[src/hdl/bdp_pkg.sv]
// ----------------------------------------------------------------------------
// bdp_pkg
// Types and constants of the power-of-two box downsampler.
// ----------------------------------------------------------------------------
`default_nettype none

package bdp_pkg;

   // default sizes of the design
   localparam int MAX_WIDTH_DEF   = 4096;
   localparam int SAMPLE_BITS_DEF = 16;
   localparam int MAX_LEVEL_DEF   = 7;

   // fixed port and register widths
   localparam int PORT_BITS   = 16;
   localparam int COORD_BITS  = 12;
   localparam int DIM_BITS    = 13;
   localparam int LEVEL_BITS  = 3;
   localparam int ROW_BITS    = 12;
   localparam int ROW_LIMIT   = 4096;
   localparam int CSR_IDX_BITS = 2;

   // depth of the queue between front and back
   localparam int QUEUE_DEPTH = 4;

   // register reset values
   localparam logic [DIM_BITS-1:0]   WIDTH_RST  = 13'd4096;
   localparam logic [DIM_BITS-1:0]   HEIGHT_RST = 13'd4096;
   localparam logic [LEVEL_BITS-1:0] LEVEL_RST  = 3'd1;

   // configuration register indexes
   typedef enum logic [CSR_IDX_BITS-1:0] {
      CSR_IMAGE_WIDTH  = 2'd0,
      CSR_IMAGE_HEIGHT = 2'd1,
      CSR_SCALE_LEVEL  = 2'd2
   } csr_index_type;

   // configuration as held in registers
   typedef struct packed {
      logic [DIM_BITS-1:0]   width;
      logic [DIM_BITS-1:0]   height;
      logic [LEVEL_BITS-1:0] level;
   } cfg_type;

   // per-item control flags from front to back
   typedef struct packed {
      logic first;       // top-left pixel of its block
      logic last;        // bottom-right pixel of its block
      logic frame_last;  // block is the final one of the image
   } flags_type;

endpackage

`default_nettype wire

[src/hdl/bdp_front.sv]
// ----------------------------------------------------------------------------
// bdp_front
// Raster position counters and block classification of each pixel.
// ----------------------------------------------------------------------------
`default_nettype none

module bdp_front #(
   parameter int MAX_WIDTH = bdp_pkg::MAX_WIDTH_DEF,
   parameter int MAX_LEVEL = bdp_pkg::MAX_LEVEL_DEF
) (
   input  wire logic                                  clock,
   input  wire logic                                  reset,
   input  wire bdp_pkg::cfg_type                      cfg,
   input  wire logic [$clog2(MAX_LEVEL+1)-1:0]        lv,
   input  wire logic                                  take,
   output logic                                       push,
   output bdp_pkg::flags_type                         flags,
   output logic      [$clog2(MAX_WIDTH)-1:0]          bx,
   output logic      [bdp_pkg::ROW_BITS-1:0]          by
);

   localparam int COL_BITS = $clog2(MAX_WIDTH);
   localparam int EW_BITS  = $clog2(MAX_WIDTH + 1);
   localparam int ROW_BITS = bdp_pkg::ROW_BITS;
   localparam int DIM_BITS = bdp_pkg::DIM_BITS;

   logic [COL_BITS-1:0] col_ff, col_in;
   logic [ROW_BITS-1:0] row_ff, row_in;
   logic [EW_BITS-1:0]  eff_w, rw;
   logic [DIM_BITS-1:0] eff_h, rh;
   logic [COL_BITS-1:0] col_mask;
   logic [ROW_BITS-1:0] row_mask;
   logic                in_block;

   // clamp the frame size
   always_comb begin
      if (cfg.width == '0) begin
         eff_w = EW_BITS'(1);
      end else if (32'(cfg.width) > MAX_WIDTH) begin
         eff_w = EW_BITS'(MAX_WIDTH);
      end else begin
         eff_w = EW_BITS'(cfg.width);
      end
      if (cfg.height == '0) begin
         eff_h = DIM_BITS'(1);
      end else if (32'(cfg.height) > bdp_pkg::ROW_LIMIT) begin
         eff_h = DIM_BITS'(bdp_pkg::ROW_LIMIT);
      end else begin
         eff_h = cfg.height;
      end
   end

   // block coordinates and offsets within the block
   assign col_mask = COL_BITS'((32'd1 << lv) - 32'd1);
   assign row_mask = ROW_BITS'((32'd1 << lv) - 32'd1);
   assign bx       = col_ff >> lv;
   assign by       = row_ff >> lv;
   assign rw       = eff_w >> lv;
   assign rh       = eff_h >> lv;
   assign in_block = (32'(bx) < 32'(rw)) && (32'(by) < 32'(rh));

   assign flags.first      = ((col_ff & col_mask) == '0) && ((row_ff & row_mask) == '0);
   assign flags.last       = ((col_ff & col_mask) == col_mask)
                          && ((row_ff & row_mask) == row_mask);
   assign flags.frame_last = (32'(bx) + 32'd1 == 32'(rw)) && (32'(by) + 32'd1 == 32'(rh));

   // pixels outside whole blocks only move the counters
   assign push = take && in_block;

   // raster position advance
   always_comb begin
      col_in = col_ff;
      row_in = row_ff;
      if (take) begin
         if (32'(col_ff) + 32'd1 >= 32'(eff_w)) begin
            col_in = '0;
            row_in = (32'(row_ff) + 32'd1 >= 32'(eff_h)) ? '0 : row_ff + 1'b1;
         end else begin
            col_in = col_ff + 1'b1;
         end
      end
   end

   always_ff @(posedge clock) begin
      if (reset) begin
         col_ff <= '0;
         row_ff <= '0;
      end else begin
         col_ff <= col_in;
         row_ff <= row_in;
      end
   end

endmodule

`default_nettype wire

[config.mk]
export PLATFORM = sky130hd
export DESIGN_NAME = bdp_front
export DESIGN_NICKNAME = d
export VERILOG_FILES = /design/src/hdl/bdp_pkg.sv /design/src/hdl/bdp_front.sv
export SDC_FILE = /design/constraint.sdc
export NUM_CORES = 1
export LEC_CHECK = 0
export ABC_AREA = 1
export BUFFER_PORTS_ARGS = -buffer_cell sky130_fd_sc_hd__buf_4
export CAP_MARGIN = 0
export CELL_PAD_IN_SITES_DETAIL_PLACEMENT = 1
export CELL_PAD_IN_SITES_GLOBAL_PLACEMENT = 1
export CORE_ASPECT_RATIO = 0.8
export CORE_MARGIN = 4
export CORE_UTILIZATION = 44
export DETAILED_ROUTE_END_ITERATION = 7
export PLACE_DENSITY_LB_ADDON = 0.1
export SETUP_SLACK_MARGIN = 0.1
export SYNTH_ARGS = -nofsm -noshare
export SYNTH_HDL_FRONTEND = slang
export SYNTH_SLANG_ARGS = --single-unit
[constraint.sdc]
create_clock -name clock -period 8.9 [get_ports clock]
set_clock_uncertainty 0.05 [all_clocks]
set_input_delay 0.445 -clock clock [delete_from_list [all_inputs] [get_ports clock]]
set_output_delay 0.445 -clock clock [all_outputs]
set_load 0.005 [all_outputs]
==> results_dict.tcl <==
set metrics [dict create \
    finalSetupTns_ps 0 \
    synth-seq-cells 24 \
    vdd_drop_max_mv 0.0704 \
    cts_num_sinks 24 \
    synth_area_leaders "nand2_1 (23%), nand3_1 (16%), ha_1 (12%), dfxtp_1 (8.5%), inv_1 (6.3%)" \
    io_pins 63 \
    grt_use_total_pct 28.2 \
    cts_buffers 3 \
    start_util_pct 45.7 \
    required_ps 8410 \
    seqPwrFrac_pct 25.5 \
    syn_inst 1051 \
    placementRows 36 \
    diodes 0 \
    cts_setup_buffers 0 \
    mostFrequentLayoutCell "nand2_1" \
    final_cell_mix "nand2_1 (349), nand3_1 (185), inv_1 (94), nor2_1 (90), buf_4 (59)" \
    avgSynthCellArea_sq_um 5.36 \
    synth_nets 1141 \
    die-area_sq_um 14700 \
    clk_path_buf_depth 2 \
    clkTransAtPathRegs_ps 60 \
    reg2reg_slack_ps 5040 \
    instances_no_fill 1239 \
    p_comb_share_pct 52.6 \
    dpl.cell_count 1236 \
    post_drt_wl_per_cell_um 16.2 \
    slew_headroom_pct 27.1 \
    synth_edf_count 0 \
    design_area_sq_um 6150 \
    ff_latch_area_sq_um 480 \
    finalMaxSlewViolations 0 \
    p_switching_mw 0.192 \
    grt_pass1_wl_mm 34.5 \
    setup-violations-final 0 \
    dr_wl_met2_mm 9.37 \
    rsz0062_at_grt "false" \
    multi_input_area_sq_um 4550 \
    power_density_nw_per_um2 71.9 \
    grt_pass1_vias 7112 \
    p_int_mw 0.250 \
    wirelength_met1_mm 9.45 \
    highest_layer "met4" \
    critPathCaptureType "output pin" \
    antenna_left 0 \
    gp_congestion 0.855 \
    hp-class "in2reg" \
    synth_largest_area_cell "nand2_1" \
    yosysWarnings 0 \
    hpwl_mm 16.3 \
    fillers 1887 \
    root_buffer "clkbuf_16" \
    clk_latency_ps 260 \
    wl_mm 20.1 \
    crit_arrival_ps 3960 \
    p_leak_nw 3.09 \
    drive_gt1_share_pct 9.46 \
    coreArea_sq_um 12300 \
    fin_crit_sh_pct 50.1 \
    tightest_slew_ps 1090 \
    met3_wirelength_um 905 \
    cts_tree "built" \
    antenna_found_initial 0 \
    cts_max_level 1 \
    swShare_pct 43.5 \
    drc 0 \
    vias 7065 \
    status "complete, no violations" \
    startpoint_type "input pin" \
    ys_seq_area_share_pct 8.52 \
    fin_nets 1160 \
    synth_top_cell_area_share_pct 23.2 \
    finalPower_mw 0.442 \
    cp_max_fo 42 \
    overflow 0 \
    pwr-share-clk_pct 22.0 \
    firstDrtPassIters 4 \
    ctsResizeCount 0 \
    port_buffers 59 \
    area_delta_synth_final_pct 9.12 \
    maxCapViolCount 0 \
    fmax_ghz 0.224 \
    synth-main-ff-cell "dfxtp_1" \
    cts_hold_buf 0 \
    chipHeight_um 109 \
    crit_type "in2out" \
    drt-initial-drc-count 470 \
    die_w_um 135 \
    fin_crit_ps 4450 \
    via_per_inst 5.70 \
    synth_area_sq_um 5640 \
    grt_max_degree 51 \
    synth_cell_types 43 \
    final_hold_viol_count 0 \
    ys_async_sr_fraction_pct 0 \
    placed_area_sq_um 6080 \
]
## stage by stage
| step | worst slack [ps] | utilization (%) | hold WS [ps] |
|---|---|---|---|
| detailed placement | 4540 | 49.2 | 479 |
| finish | 4450 | 49.8 | 363 |
| global route | 4050 | 49.8 | 382 |
| floorplan | 5860 | - | 431 |
| global placement | 4560 | 49.2 | 480 |
| CTS | 4540 | 49.8 | 376 |
## metal layers
metal | global-route usage (%) | up-vias
li1 | - | 3502
met1 | 37.8 | 3346
met2 | 48.9 | 178
met3 | 3.14 | 39
met4 | 6.25 | 0
met5 | 0 | -
## registers in the layout, indices dropped and copies added (netlist names)
| name | count |
|---|---|
| row_ff | 12 |
| col_ff | 12 |
## Yosys cell counts, types with 4 or more instances
master	n
ha_1	55
inv_2	8
a21oi_1	44
nor3_1	14
nand4_1	16
dfxtp_1	24
o21ai_0	38
xor2_1	20
buf_1	11
nor2_2	7
nor2_1	90
nand3_1	185
clkbuf_1	13
inv_1	94
nand2_2	11
buf_2	15
buf_4	4
a211oi_1	4
nand2_1	349
nand3b_1	9
## power groups by stage
stage	Sequential (mW)	Combinational [mW]	Clock [mW]
floorplan	0.113	0.161	0
global placement	0.115	0.223	0
detailed placement	0.115	0.231	0
CTS	0.112	0.232	0.0981
global route	0.113	0.265	0.104
finish	0.112	0.232	0.0971
## cell families after synthesis
family | after synthesis | synth area share, %
xor gates and xnor gates | 22 | 3.42
DFF | 24 | 8.52
adders and majority gates | 55 | 12.2
AOI/OAI and AO/OA | 105 | 10.9
buffers and inverters | 148 | 10.8
and+or+nand+nor | 697 | 54.2
## critical path, cell delays in order
cell and delay (ps):
buf_4 420, inv_4 280, nor2_1 740, nand3_1 140, nand2_1 110, inv_1 40, nand2_1 130, inv_2 90
ha_1 310, nand4_1 90, o221ai_1 180, a21oi_1 120, o21ai_0 230, a21oi_1 110, nor2_1 260, nor3_1 100
buf_4 140
## path summary, 6_finish.rpt
path / from / endpoint / depth (start not counted)
max reg2reg: col_ff[0] / row_ff[4] / 18
min: take / col_ff[0] / 2
min reg2reg: col_ff[7] / col_ff[7] / 2
max: lv[1] / push / 17
## cell type report
cell class / instances / share of cell area, %
inverters: 103 / 6.33
multi-input cells: 879 / 74.0
well taps: 171 / 3.48
repair buffers: 59 / 7.20
clock buffers: 3 / 1.22
flip-flops and latches: 24 / 7.81
Note: power is estimated with default switching activity, not from simulation.
