[src/hdl/bdp_pkg.sv]
// ----------------------------------------------------------------------------
// bdp_pkg
// Types and constants of the power-of-two box downsampler.
// ----------------------------------------------------------------------------
`default_nettype none

package bdp_pkg;

   // default sizes of the design
   localparam int MAX_WIDTH_DEF   = 4096;
   localparam int SAMPLE_BITS_DEF = 16;
   localparam int MAX_LEVEL_DEF   = 7;

   // fixed port and register widths
   localparam int PORT_BITS   = 16;
   localparam int COORD_BITS  = 12;
   localparam int DIM_BITS    = 13;
   localparam int LEVEL_BITS  = 3;
   localparam int ROW_BITS    = 12;
   localparam int ROW_LIMIT   = 4096;
   localparam int CSR_IDX_BITS = 2;

   // depth of the queue between front and back
   localparam int QUEUE_DEPTH = 4;

   // register reset values
   localparam logic [DIM_BITS-1:0]   WIDTH_RST  = 13'd4096;
   localparam logic [DIM_BITS-1:0]   HEIGHT_RST = 13'd4096;
   localparam logic [LEVEL_BITS-1:0] LEVEL_RST  = 3'd1;

   // configuration register indexes
   typedef enum logic [CSR_IDX_BITS-1:0] {
      CSR_IMAGE_WIDTH  = 2'd0,
      CSR_IMAGE_HEIGHT = 2'd1,
      CSR_SCALE_LEVEL  = 2'd2
   } csr_index_type;

   // configuration as held in registers
   typedef struct packed {
      logic [DIM_BITS-1:0]   width;
      logic [DIM_BITS-1:0]   height;
      logic [LEVEL_BITS-1:0] level;
   } cfg_type;

   // per-item control flags from front to back
   typedef struct packed {
      logic first;       // top-left pixel of its block
      logic last;        // bottom-right pixel of its block
      logic frame_last;  // block is the final one of the image
   } flags_type;

endpackage

`default_nettype wire

[src/hdl/bdp_queue.sv]
// ----------------------------------------------------------------------------
// bdp_queue
// Short register FIFO between the classifying front and the summing back.
// ----------------------------------------------------------------------------
`default_nettype none

module bdp_queue #(
   parameter int WIDTH = 8,
   parameter int DEPTH = bdp_pkg::QUEUE_DEPTH
) (
   input  wire logic             clock,
   input  wire logic             reset,
   input  wire logic             push,
   input  wire logic [WIDTH-1:0] push_data,
   output logic                  full,
   input  wire logic             pop,
   output logic                  not_empty,
   output logic      [WIDTH-1:0] head
);

   localparam int PTR_BITS = (DEPTH > 1) ? $clog2(DEPTH) : 1;
   localparam int CNT_BITS = $clog2(DEPTH + 1);

   logic [WIDTH-1:0]    slot_ff [DEPTH];
   logic [PTR_BITS-1:0] wr_ptr_ff, wr_ptr_in;
   logic [PTR_BITS-1:0] rd_ptr_ff, rd_ptr_in;
   logic [CNT_BITS-1:0] count_ff, count_in;

   assign full      = (count_ff == CNT_BITS'(DEPTH));
   assign not_empty = (count_ff != '0);
   assign head      = slot_ff[rd_ptr_ff];

   // pointer and count update
   always_comb begin
      wr_ptr_in = wr_ptr_ff;
      rd_ptr_in = rd_ptr_ff;
      count_in  = count_ff;
      if (push) begin
         wr_ptr_in = (wr_ptr_ff == PTR_BITS'(DEPTH - 1)) ? '0 : wr_ptr_ff + 1'b1;
      end
      if (pop) begin
         rd_ptr_in = (rd_ptr_ff == PTR_BITS'(DEPTH - 1)) ? '0 : rd_ptr_ff + 1'b1;
      end
      if (push && !pop) begin
         count_in = count_ff + 1'b1;
      end else if (pop && !push) begin
         count_in = count_ff - 1'b1;
      end
   end

   always_ff @(posedge clock) begin
      if (reset) begin
         wr_ptr_ff <= '0;
         rd_ptr_ff <= '0;
         count_ff  <= '0;
      end else begin
         wr_ptr_ff <= wr_ptr_in;
         rd_ptr_ff <= rd_ptr_in;
         count_ff  <= count_in;
      end
   end

   // storage
   always_ff @(posedge clock) begin
      if (push) begin
         slot_ff[wr_ptr_ff] <= push_data;
      end
   end

endmodule

`default_nettype wire

[config.mk]
export PLATFORM = sky130hd
export DESIGN_NAME = bdp_queue
export DESIGN_NICKNAME = d
export VERILOG_FILES = /design/src/hdl/bdp_pkg.sv /design/src/hdl/bdp_queue.sv
export SDC_FILE = /design/constraint.sdc
export NUM_CORES = 1
export LEC_CHECK = 0
export BUFFER_PORTS_ARGS = -buffer_cell sky130_fd_sc_hd__clkbuf_2
export CAP_MARGIN = 20
export CORE_UTILIZATION = 34
export DETAILED_ROUTE_END_ITERATION = 8
export GPL_ROUTABILITY_DRIVEN = 0
export PLACE_DENSITY = 0.66
export REMOVE_ABC_BUFFERS = 1
export SYNTH_ARGS = -nofsm -noshare
export SYNTH_HDL_FRONTEND = slang
export SYNTH_SLANG_ARGS = --single-unit
[constraint.sdc]
create_clock -name clock -period 1.5 [get_ports clock]
set_input_delay 0.3 -clock clock [delete_from_list [all_inputs] [get_ports clock]]
set_output_delay 0.3 -clock clock [all_outputs]
set_load 0.005 [all_outputs]
==> flow_summary_export.csv, run 1 <==
group,metric,value,unit
cts,clockBufferDepth,2,
yosys,synthFlopType,"edfxtp_1",
drt,viasPerCell,4.74,
grt,grt_pass1_wl,4310,µm
yosys,synth_area_leader_cell,"edfxtp_1",
placed_design,placed_cells,169,
finish,fill_cells,399,
placed_design,hpwl,1960,µm
cts,cts_inserted_buffers,5,
floorplanning,io_pins,22,
timing,setup_slack,-0.190,ns
floorplanning,core_area,4440,µm²
timing,setup-tns-final,-1.38,ns
grt,grt_remaining_overflow,0,
timing,period_needed,1.69,ns
setup_path,worstSetupPathType,"flop to primary output",
finish,final_cells,178,
finish,area_delta_synth_final,24.5,%
run_status,violations,"design-rule violations, negative setup slack",
drt,drt_first_iter_violations,52,
grt,grt_usage,0.120,
cts,clk_latency,0.28,ns
cts,clockRootBuffer,"clkbuf_8",
pwr,p_per_area,1240,nW/µm²
pwr,vdd_ir_drop_max,0.434,mV
run_status,outcome,"finished with violations",
grt,grt_pass1_vias,897,
drt,dr.pass1.iters,6,
yosys,ys_warn_count,0,
min_path,hold_class,"input pin to flop",
setup_path,required,1.20,ns
finish,num_antenna_cells,0,
timing,fin_worst_skew,0.00495,ns
yosys,yosys-top-cells-area,"edfxtp_1, dfxtp_1, mux4_2",
drt,avgRoutedWirePerCell,14.9,µm
timing,relSlewSlack,0.729,
yosys,synth_most_common_cell,"edfxtp_1",
timing,setup_viol,8,
timing,finalMaxSlewViolations,0,
yosys,synth_edf_count,32,
cts,cts_tree,"yes",
yosys,synthDistinctLibCells,16,
setup_path,cp-end-kind,"primary output",
cts,hold_buffers,0,
timing,rsz0062_at_grt,"true",
grt,grt_max_degree,13,
yosys,synth_cells,86,
placed_design,io_buffers,21,
cts,path_clk_slew,0.07,ns
finish,fin_area,1990,µm²
yosys,synthArstFlopShare,0,
finish,nNetsFinal,144,
timing,final.period_utilization,1.13,
cts,htreeDepth,2,
timing,tightest_slew,0.406,ns
setup_path,r2r-start,"count_ff[0]$_SDFFE_PP0P_",
yosys,seq_area_frac_synth,0.714,
finish,layout-drive-gt1-share,0.429,
yosys,syn_area,1600,µm²
cts,numClockSinks,41,
yosys,synth_top_area_frac,0.601,
yosys,syn-mean-instance-area,18.6,µm²
drt,drc,6,
floorplanning,die_h,70.6,µm
yosys,synth_commonest_cells,"edfxtp_1, dfxtp_1, mux4_2",
placed_design,dpl_cell_area,1870,µm²
yosys,ys_ff_latch,41,
setup_path,critPathArrivalTime,1.39,ns
flow_run,cap_violations,0,
pwr,power,2.47,mW
floorplanning,die_w,70.6,µm
grt,grt_antenna_before_repair,0,
setup_path,startpoint_type,"flop",
drt,routed_wl,2650,µm
pwr,p_leak,0.763,nW
drt,vias,844,
floorplanning,row_count,24,
timing,max_freq,592,MHz
min_path,min_from,"push_data[2]",
timing,hold_violations,0,
setup_path,cp_max_fo,8,
drt,ant_nets,0,
floorplanning,initial_core_util,0.360,
placed_design,dp_slack,-0.291,ns
floorplanning,die_area,4980,µm²
## through the flow
stage	utilization	hold slack [ns]
after floorplan	-	0.369
after global placement	0.420	0.472
after detailed placement	0.420	0.512
after CTS	0.445	0.225
after global routing	0.448	0.223
final	0.448	0.234
## cells by family after synthesis
group / count (synthesis) / synth area share
compound gates: 3 / 0.00939
xor+xnor: 2 / 0.0110
fa+ha+maj: 7 / 0.0595
buf+inv: 6 / 0.0196
flops: 41 / 0.714
mux: 12 / 0.138
simple gates: 15 / 0.0493
## worst max-delay path, stage by stage, from the launching register on
cell,delay [ns]
dfxtp_2,0.34
buf_12,0.13
mux4_2,0.50
clkbuf_2,0.13
## where the power goes
part / switching [mW] / internal [mW] / leakage [nW]
registers: 0.0368 / 1.29 / 0.369
logic: 0.135 / 0.166 / 0.341
clock network: 0.347 / 0.491 / 0.0528
total: 0.519 / 1.95 / 0.763
## final cells by class
type,count,area [µm²],area share
flip-flops and latches,41,1140,0.575
clock buffers,6,72.6,0.0365
repair buffers,34,228,0.114
multi-input cells,39,432,0.217
well taps,52,65.1,0.0327
clock inverters,2,33.8,0.0170
inverters,4,15.0,0.00754
## final timing paths
check	endpoint	slack, ns	cells past startpoint
worst max-delay path	head[2]	-0.19	3
worst max register to register	count_ff[2]$_SDFFE_PP0P_	0.07	4
worst min register to register	count_ff[2]$_SDFFE_PP0P_	0.53	2
worst min-delay path	slot_ff[1][2]$_DFFE_PP_	0.23	1
## layout by cell type (no fill, tap or decap), types with 2 or more instances in the layout
| cell | synthesis | layout |
|---|---|---|
| mux4_2 | 8 | 8 |
| clkbuf_2 | 1 | 21 |
| buf_12 | 0 | 2 |
| inv_1 | 4 | 3 |
| ha_1 | 6 | 5 |
| nor3b_1 | 2 | 2 |
| clkbuf_8 | 0 | 5 |
| dfxtp_2 | 0 | 3 |
| and2_1 | 4 | 4 |
| buf_4 | 0 | 11 |
| xor2_1 | 2 | 2 |
| a21oi_1 | 2 | 2 |
| mux2i_1 | 4 | 4 |
| nor2_1 | 7 | 7 |
| or3_1 | 2 | 2 |
| dfxtp_1 | 9 | 6 |
| edfxtp_1 | 32 | 32 |
## registers in the layout, indices dropped and copies added, names as in the netlist, named ones only
name       count
wr_ptr_ff      2
slot_ff       32
rd_ptr_ff      2
count_ff       3
## timing repair
action	4_1_cts	5_1_grt
hold endpoints to repair	0	0
gates resized for setup	2	4
endpoints found under the setup margin	9	9
buffers inserted	0	1
pin swaps	0	1
## routing by layer
layer,vias up,track usage,routed length [µm]
met5,-,0,0
met4,0,0.0467,41
met3,5,0.0456,132
met2,22,0.210,1370
met1,414,0.132,1100
li1,403,-,-
No activity file was read; power rests on OpenSTA's default activity.
==> run 2: changes to the inputs <==
--- a/config.mk
+++ b/config.mk
@@ -10,7 +10,6 @@
 export CORE_UTILIZATION = 34
 export DETAILED_ROUTE_END_ITERATION = 8
 export GPL_ROUTABILITY_DRIVEN = 0
-export PLACE_DENSITY = 0.66
 export REMOVE_ABC_BUFFERS = 1
 export SYNTH_ARGS = -nofsm -noshare
 export SYNTH_HDL_FRONTEND = slang
==> run 2 against run 1 <==
Compared with the run above: the flow still finishes with violations (design-rule violations, negative setup slack); power shrank 7.3%; sequential cell count is the same; sequential share of layout area grew 0.38 points; combinational power is essentially flat; clock power shrank 21%; sequential power is essentially flat; die area is the same.
==> flow_summary_export.csv, run 2 (synthesized netlist as in run 1, its figures left out) <==
group,metric,value,unit
timing,holdWs,0.234,ns
run_status,violations,"design-rule violations, negative setup slack",
setup_path,r2r-start,"count_ff[1]$_SDFFE_PP0P_",
setup_path,critPathBufInv,2,
drt,avgRoutedWirePerCell,14.8,µm
finish,fin_util,0.446,
timing,rsz0062_at_grt,"true",
floorplanning,die_area,4980,µm²
placed_design,io_buffers,21,
grt,grt_max_degree,13,
setup_path,startpoint_type,"flop",
setup_path,r2r_cells,4,
drt,routed_wl,2630,µm
cts,htreeDepth,2,
grt,grt_remaining_overflow,0,
timing,max_freq,592,MHz
floorplanning,row_count,24,
finish,num_antenna_cells,0,
pwr,p_seq_frac,0.581,
setup_path,cp-end-kind,"primary output",
setup_path,crit_end,"head[6]",
timing,hold_violations,0,
timing,fin_worst_skew,0.00489,ns
setup_path,required,1.20,ns
grt,grt_pass1_wl,4290,µm
cts,cts_tree,"yes",
timing,tightest_slew,0.248,ns
pwr,p_sw_frac,0.225,
timing,finalMaxSlewViolations,0,
pwr,p_comb_frac,0.132,
cts,cts_inserted_buffers,5,
setup_path,crit_chain,"buf_12 -> mux4_2 -> clkbuf_2",
timing,setup_slack,-0.188,ns
cts,clockBufferDepth,2,
timing,period_needed,1.69,ns
pwr,clockPowerShare,0.287,
finish,nNetsFinal,144,
setup_path,crit_family,"multiplexers",
cts,numClockSinks,41,
finish,layout_commonest_cell,"edfxtp_1",
cts,clk_latency,0.28,ns
setup_path,worst_r2r_endpoint,"count_ff[2]$_SDFFE_PP0P_",
drt,ant_nets,0,
setup_path,r2r_slack,0.05,ns
pwr,switchingPower,0.516,mW
finish,area_delta_synth_final,23.9,%
placed_design,hpwl,1880,µm
min_path,hold_path_depth,1,
floorplanning,initial_core_util,0.360,
pwr,p_leak,0.756,nW
finish,largestRegisters,"slot_ff: 32 flops, count_ff: 3 flops",
floorplanning,die_h,70.6,µm
pwr,intPower,1.77,mW
pwr,p_per_area,1150,nW/µm²
drt,drc,6,
run_status,outcome,"finished with violations",
drt,viasPerCell,4.75,
setup_path,worstSetupPathType,"flop to primary output",
pwr,vdd_ir_drop_max,0.604,mV
grt,grt_antenna_before_repair,0,
timing,setup_viol,8,
placed_design,placed_cells,167,
timing,relSlewSlack,0.833,
drt,vias,846,
setup_path,cp_max_fo,8,
setup_path,crit_path_max_incr_delay,0.50,ns
floorplanning,core_area,4440,µm²
finish,largest_reg_flops,32,
setup_path,crit_slowest_cell,"mux4_2",
grt,grt_pass1_vias,908,
floorplanning,io_pins,22,
cts,path_clk_slew,0.07,ns
timing,setup-tns-final,-1.42,ns
floorplanning,die_w,70.6,µm
setup_path,cp.depth,3,
min_path,hold_class,"input pin to flop",
finish,final_cell_mix,"edfxtp_1, clkbuf_2, buf_4, mux4_2, nor2_1",
drt,drt_first_iter_violations,83,
pwr,power,2.29,mW
cts,clockRootBuffer,"clkbuf_8",
finish,fill_cells,412,
setup_path,critPathArrivalTime,1.39,ns
finish,final_cells,178,
grt,grt_usage,0.119,
finish,layout-drive-gt1-share,0.444,
timing,final.period_utilization,1.13,
finish,top_register,"slot_ff",
flow_run,cap_violations,0,
drt,dr.pass1.iters,6,
==> run 2: worst min path at each step <==
stage / startpoint / endpoint / slack, ns
floorplan: reset / count_ff[2]$_SDFFE_PP0P_ / 0.37
global placement: count_ff[2]$_SDFFE_PP0P_ / count_ff[2]$_SDFFE_PP0P_ / 0.48
detailed placement: push_data[5] / slot_ff[1][5]$_DFFE_PP_ / 0.53
CTS: push_data[5] / slot_ff[1][5]$_DFFE_PP_ / 0.22
global route: push_data[4] / slot_ff[1][4]$_DFFE_PP_ / 0.22
finish: push_data[5] / slot_ff[3][5]$_DFFE_PP_ / 0.23
==> run 2: power groups by stage <==
| stage | sequential [mW] | combinational (mW) | clock (mW) |
|---|---|---|---|
| final | 1.33 | 0.302 | 0.658 |
| after global routing | 1.34 | 0.335 | 0.727 |
| after detailed placement | 1.35 | 0.285 | 0 |
| after CTS | 1.33 | 0.287 | 0.683 |
| after floorplan | 1.35 | 0.145 | 0 |
| after global placement | 1.35 | 0.275 | 0 |
==> run 2: stage by stage <==
step	cell area (µm²)	setup slack, ns
global placement	1840	-0.194
global route	1980	-0.264
finish	1980	-0.188
detailed placement	1840	-0.266
floorplan	1580	-0.0617
CTS	1920	-0.225
==> run 2: routing by layer <==
| metal | GRT usage | part of all wire |
|---|---|---|
| met2 | 0.195 | 0.51 |
| met5 | 0 | 0 |
| met1 | 0.139 | 0.42 |
| met4 | 0.0600 | 0.011 |
| met3 | 0.0413 | 0.062 |
==> run 2: what timing repair did <==
item | CTS | global route
resized for setup | 1 | 14
hold buffers | 0 | 0
endpoints found under the setup margin | 8 | 9
pin swaps | 0 | 5
setup buffers | 0 | 3
==> run 2: layout make-up <==
| cell class | count | area (µm²) | area share |
|---|---|---|---|
| timing repair buffer | 34 | 225 | 0.114 |
| clock buffer | 5 | 68.8 | 0.0347 |
| clock inverter | 3 | 12.5 | 0.00631 |
| sequential | 41 | 1150 | 0.579 |
| inverter | 4 | 17.5 | 0.00884 |
| tap | 52 | 65.1 | 0.0328 |
| multi-input combinational | 39 | 445 | 0.225 |
